$ cat src/sv/mksol_pkg.sv
// ----------------------------------------------------------------------------
// mksol_pkg
// shared types, register codes and the key compare used by the sort cells
// ----------------------------------------------------------------------------
package mksol_pkg;

    localparam int CAPACITY_DEF  = 64;
    localparam int KEY_WIDTH_DEF = 64;
    localparam int KEY_W_MAX     = 64;
    localparam int CFG_W         = 7;
    localparam int ADDR_W        = 5;
    localparam int REG_IDX_W     = 3;

    localparam logic [REG_IDX_W-1:0] REG_SLICE_OFFSET     = 3'd0;
    localparam logic [REG_IDX_W-1:0] REG_SLICE_LIMIT      = 3'd1;
    localparam logic [REG_IDX_W-1:0] REG_KEY_A_DESCENDING = 3'd2;
    localparam logic [REG_IDX_W-1:0] REG_KEY_B_ENABLED    = 3'd3;
    localparam logic [REG_IDX_W-1:0] REG_KEY_B_DESCENDING = 3'd4;

    typedef enum logic [2:0] {
        ST_LOAD,
        ST_SORT,
        ST_SKIP,
        ST_EMIT,
        ST_EMPTY
    } t_state;

    typedef struct packed {
        logic load;
        logic sort;
        logic phase;
        logic shift;
        logic a_desc;
        logic b_en;
        logic b_desc;
    } t_cell_ctl;

    typedef struct packed {
        logic first;
        logic tie;
    } t_key_cmp;

    // keys arrive with the sign bit flipped, so unsigned order is signed order
    function automatic t_key_cmp key_cmp(
        input logic [KEY_W_MAX-1:0] kx,
        input logic                 nx,
        input logic [KEY_W_MAX-1:0] ky,
        input logic                 ny,
        input logic                 desc
    );
        t_key_cmp c;
        c.first = 1'b0;
        c.tie   = 1'b0;
        if (nx && ny) begin
            c.tie = 1'b1;
        end else if (nx) begin
            c.first = 1'b0;
        end else if (ny) begin
            c.first = 1'b1;
        end else if (kx == ky) begin
            c.tie = 1'b1;
        end else if (kx < ky) begin
            c.first = !desc;
        end else begin
            c.first = desc;
        end
        return c;
    endfunction

endpackage

$ cat src/sv/mksol_cell.sv
// ----------------------------------------------------------------------------
// mksol_cell
// one record slot of the sort chain: load, odd-even exchange, shift out
// ----------------------------------------------------------------------------
module mksol_cell #(
    parameter int CAPACITY  = mksol_pkg::CAPACITY_DEF,
    parameter int KEY_WIDTH = mksol_pkg::KEY_WIDTH_DEF,
    parameter int IDX       = 0,
    localparam int CW       = $clog2(CAPACITY + 1),
    localparam int REC_W    = 66 + 2 * KEY_WIDTH
) (
    input  logic                  i_clk,
    input  mksol_pkg::t_cell_ctl  i_ctl,
    input  logic [CW-1:0]         i_count,
    input  logic [REC_W-1:0]      i_ld_rec,
    input  logic [REC_W-1:0]      i_left_rec,
    input  logic [REC_W-1:0]      i_right_rec,
    input  logic                  i_left_lt,
    output logic [REC_W-1:0]      o_rec,
    output logic                  o_lt
);
    import mksol_pkg::*;

    localparam logic [CW-1:0] IDX_C  = CW'(IDX);
    localparam logic [CW-1:0] NEXT_C = CW'(IDX + 1);
    localparam logic          PAR    = 1'((IDX % 2));

    logic [REC_W-1:0] r_rec;
    logic [REC_W-1:0] n_rec;
    t_key_cmp         w_ca;
    t_key_cmp         w_cb;
    logic             w_right_ok;
    logic             w_self_ok;

    // record layout: row, score, key a n/a, key a, key b n/a, key b
    always_comb begin
        w_ca = key_cmp(KEY_W_MAX'(i_right_rec[2*KEY_WIDTH:KEY_WIDTH+1]),
                       i_right_rec[2*KEY_WIDTH+1],
                       KEY_W_MAX'(r_rec[2*KEY_WIDTH:KEY_WIDTH+1]),
                       r_rec[2*KEY_WIDTH+1], i_ctl.a_desc);
        w_cb = key_cmp(KEY_W_MAX'(i_right_rec[KEY_WIDTH-1:0]), i_right_rec[KEY_WIDTH],
                       KEY_W_MAX'(r_rec[KEY_WIDTH-1:0]), r_rec[KEY_WIDTH],
                       i_ctl.b_desc);
        o_lt = w_ca.first || (w_ca.tie && i_ctl.b_en && w_cb.first);
    end

    always_comb begin
        w_right_ok = NEXT_C < i_count;
        w_self_ok  = (IDX != 0) && (IDX_C < i_count);
        n_rec      = r_rec;
        if (i_ctl.load && (i_count == IDX_C)) begin
            n_rec = i_ld_rec;
        end else if (i_ctl.sort) begin
            if (i_ctl.phase == PAR) begin
                if (o_lt && w_right_ok) begin
                    n_rec = i_right_rec;
                end
            end else if (i_left_lt && w_self_ok) begin
                n_rec = i_left_rec;
            end
        end else if (i_ctl.shift) begin
            n_rec = i_right_rec;
        end
    end

    always_ff @(posedge i_clk) begin
        r_rec <= n_rec;
    end

    assign o_rec = r_rec;

endmodule

$ cat config.mk
export PLATFORM = sky130hd
export DESIGN_NAME = mksol_cell
export DESIGN_NICKNAME = d
export VERILOG_FILES = /design/src/sv/mksol_pkg.sv /design/src/sv/mksol_cell.sv
export SDC_FILE = /design/constraint.sdc
export NUM_CORES = 1
export LEC_CHECK = 0
export ABC_AREA = 0
export ABC_CLOCK_PERIOD_IN_PS = 13050
export BUFFER_PORTS_ARGS = -buffer_cell sky130_fd_sc_hd__buf_2
export CORE_AREA = 2 2 307 309
export CTS_CLUSTER_DIAMETER = 150
export DETAILED_ROUTE_END_ITERATION = 8
export DIE_AREA = 0 0 309 311
export HOLD_SLACK_MARGIN = 0.03
export SETUP_SLACK_MARGIN = 0.15
export SYNTH_ARGS = -nofsm -noshare
export SYNTH_HDL_FRONTEND = slang
export SYNTH_SLANG_ARGS = --single-unit
$ cat constraint.sdc
create_clock -name i_clk -period 13.05 [get_ports i_clk]
set_input_delay 1.305 -clock i_clk [delete_from_list [all_inputs] [get_ports i_clk]]
set_output_delay 1.305 -clock i_clk [all_outputs]
set_load 0.005 [all_outputs]
==> results by stage <==
Drt:
- After detailed routing, the number of vias per cell comes to 3.435.
- The number of remaining DRC errors is 0.
- The number of nets still failing antenna checks after routing is 0.
- The total via count in the routed design is 9519.
- The aggregate routed wire length is 57700 µm.
- After detailed routing, the average wire length per cell comes to 20.82 µm.
- The total iterations of the first detailed-routing run is 4.
- After the first detailed-routing iteration, the DRC count stood at 550.

Clock tree:
- The maximum buffer depth of the clock tree is 2.
- Buffers inserted to repair hold after CTS numbered 0.
- The total clock sinks is 194.
- TritonCTS created 17 clock buffers.
- TritonCTS built the clock tree.
- In this run the post-CTS setup repair buffer count came out at 0.
- After clock tree synthesis, the clock-pin slew on the worst setup and hold paths is 0.09 ns.
- Once the clock tree was built, the resizer swapped 0 gates to a different size.
- The CTS H-tree depth is 4.
- The root buffer cell is sky130_fd_sc_hd__clkbuf_16.
- The worst-skew pair later-pin latency is 0.51 ns.

Min path:
- The worst hold path belongs to the class in2reg.

Floorplan:
- The starting density of the core is 12.48%.
- The floorplan step defined a die boundary enclosing 96100 µm².
- The die boundary height is 311 µm.
- The number of primary I/O pins is 793.
- After floorplanning, the core was sized to cover 92770 µm².
- Row generation in the floorplan step produced 112 rows.
- The die is 309 µm wide.

Placement:
- The post-placement worst setup slack is 5.742 ns.
- Including well taps, the total number of placed cells is 2728.
- Detailed placement ended at an HPWL of 49880 µm.
- The final RePlAce weighted congestion is 0.8610.
- The count of buffers from port buffering is 597.

Setup path:
- By startpoint and endpoint, the worst setup path is classified as in2out.
- Of all nets on the critical path, the largest fanout is 3.
- The endpoint arrival time on the critical path is 5.28 ns.
- The required time at the endpoint of the critical path is 11.74 ns.
- STA classifies the critical path endpoint as a primary output.
- The startpoint type of the worst setup path is an input port.

STA:
- In the final timing run, aggregate negative setup slack is 0 ns.
- Derived from the worst setup path, the maximum achievable clock frequency is 151.9 MHz.
- The final-report max-slew violation count was 0.
- Dividing the final minimum period by the clock period gives 50.46%.
- The final hold slack is 1.094 ns.
- At the pin with the least slew margin, the transition time is 0.9645 ns.
- The number of setup violations in the final report is 0.
- Setup repair after global routing left no endpoint under its margin.
- The minimum clock period is 6.585 ns.
- The number of hold-slack violations in the final timing report was 0.
- After layout, the worst setup slack is 6.465 ns.
- The relative slew slack is 35.70%.
- The largest clock skew in the final design is 0.01886 ns.

GRT:
- The number of antenna violations at the first check in global routing came to 22.
- The global-route total usage across every layer is 11.76%.
- Entering global routing, the biggest net connects 111 pins.
- The global-route wire length before repair is 75620 µm.
- The via count of the first global-routing pass is 9636.
- After global routing the overflow that remains totals 0.

Cells and area:
- Compared with the post-synthesis result, the final layout area differs by 44.41%.
- Counting the fill cells in the layout gives 10350.
- The register with the most flip-flops in the layout has 194 of them.
- The multi-input combinational cells in the finished layout cover a total of 5155 µm².
- The number of standard cells in the final layout excluding fillers is 2771.
- At the end of the flow, the number of nets in the layout was 2219.
- In the final layout, flip-flops and latches occupy 5826 µm².
- In the final layout, the share of cells above drive strength 1 is 56.18%.

Power and ir drop:
- The power density over the cells is 97.77 nW/µm².
- The standby leakage power is 7.593 nW.
- VDD sags by at most 103.8 µV.

Logic synthesis:
- Synthesis handed over a netlist of 891 instances.
- A synthesized cell averages 12.99 µm².
- Synthesis inferred 194 register bits.
- The area of the mapped netlist is 11570 µm².
- For this run, the number of Yosys warnings is 0.
- The sequential cell area fraction in the yosys report is 50.34%.
- Counting flops with an async set or reset pin after synthesis yields a share of 0%.
- For this run, the leading register cell type out of synthesis is sky130_fd_sc_hd__edfxtp_1.
- The count of distinct cell types in the synthesized netlist is 46.
- The number of nets handed over by synthesis was 1617.
- In this run, synthesis inferred 194 flip-flops with an integrated enable.

Run:
- The number of maximum-capacitance violations is 0.

Outcome:
- The run finished with clean final reports.
[stage by stage]
step | power, mW | cell area [µm²] | utilization (%)
after CTS | 1.677 | 16690 | 17.99
final | 1.634 | 16710 | 18.02
after global routing | 1.726 | 16700 | 18.01
after detailed placement | 1.092 | 16100 | 17.35
after floorplan | 0.9023 | 11570 | -
after global placement | 1.088 | 16100 | 17.35
[critical path, cell delays in order]
cell	delay [ns]
sky130_fd_sc_hd__buf_2	0.11
sky130_fd_sc_hd__ha_1	0.38
sky130_fd_sc_hd__nand4_1	0.46
sky130_fd_sc_hd__nor3_1	0.17
sky130_fd_sc_hd__a221oi_2	0.68
sky130_fd_sc_hd__o21ai_1	0.17
sky130_fd_sc_hd__or3_1	0.36
sky130_fd_sc_hd__o221ai_2	0.42
sky130_fd_sc_hd__o211ai_2	0.17
sky130_fd_sc_hd__a311oi_2	0.75
sky130_fd_sc_hd__buf_2	0.28
[power by group]
part	leakage [nW]	internal [mW]	total, mW	switching, mW
Sequential	1.85	0.737	0.755	0.0181
Clock	0.287	0.257	0.564	0.307
Combinational	5.46	0.139	0.315	0.176
[kinds of logic after synthesis]
kind of cell,count (synthesis),synth area share (%)
buffers and inverters,153,5.200
muxes,195,18.96
and+or+nand+nor,108,5.125
AOI/OAI and AO/OA,113,6.540
DFF,194,50.34
adders and majority gates,128,13.84
[placed cells by master (no fill, tap or decap), drive strengths merged, types with 3 or more instances in the layout]
cell type / instances
inv: 140
clkinv: 6
a21oi: 42
nor2: 8
nor3: 15
a211oi: 3
nor4: 4
mux2: 194
edfxtp: 194
o21ai: 18
nand3: 8
nand4: 28
diode: 11
a221oi: 7
a21o: 28
buf: 604
ha: 128
o211ai: 4
and4: 3
nand2: 31
clkbuf: 17
[metal layers]
metal	track usage (%)	share of wire, %	wire, µm
met1	13.18	40	23170
met2	18.93	45	25810
met3	6.184	12	7125
met4	4.104	2.7	1548
met5	0	0.071	41
[cell type report]
| cell class | instances | share of cell area (%) |
|---|---|---|
| well taps | 1254 | 9.388 |
| clock buffers | 17 | 2.545 |
| multi-input cells | 544 | 30.84 |
| flip-flops and latches | 194 | 34.86 |
| repair buffers | 604 | 18.27 |
| clock inverters | 15 | 0.9732 |
| diodes | 11 | 0.1647 |
| inverters | 132 | 2.965 |
[Yosys cell counts, drive strengths merged (4+ instances only)]
cell / number / area share (%)
nor4: 4 / 0.32
nor3: 15 / 0.65
a221oi: 7 / 0.64
mux2: 194 / 19
edfxtp: 194 / 50
nor2: 8 / 0.26
buf: 17 / 0.70
clkbuf: 4 / 0.22
a21oi: 42 / 1.9
a21o: 28 / 1.8
o21ai: 18 / 0.78
nand2: 31 / 1.0
inv: 132 / 4.3
nand3: 8 / 0.35
o211ai: 4 / 0.35
ha: 128 / 14
nand4: 28 / 1.7
[worst paths after layout]
kind / start / to / cells after the start / slack (ns)
hold reg to reg: o_rec[64] / o_rec[9] / 5 / 1.55
setup / recovery: i_right_rec[63] / o_lt / 11 / 6.47
setup reg to reg: o_rec[62] / o_rec[121] / 12 / 7.24
hold / removal: i_ld_rec[102] / o_rec[102] / 2 / 1.09
Power figures use the tool's default switching activity.
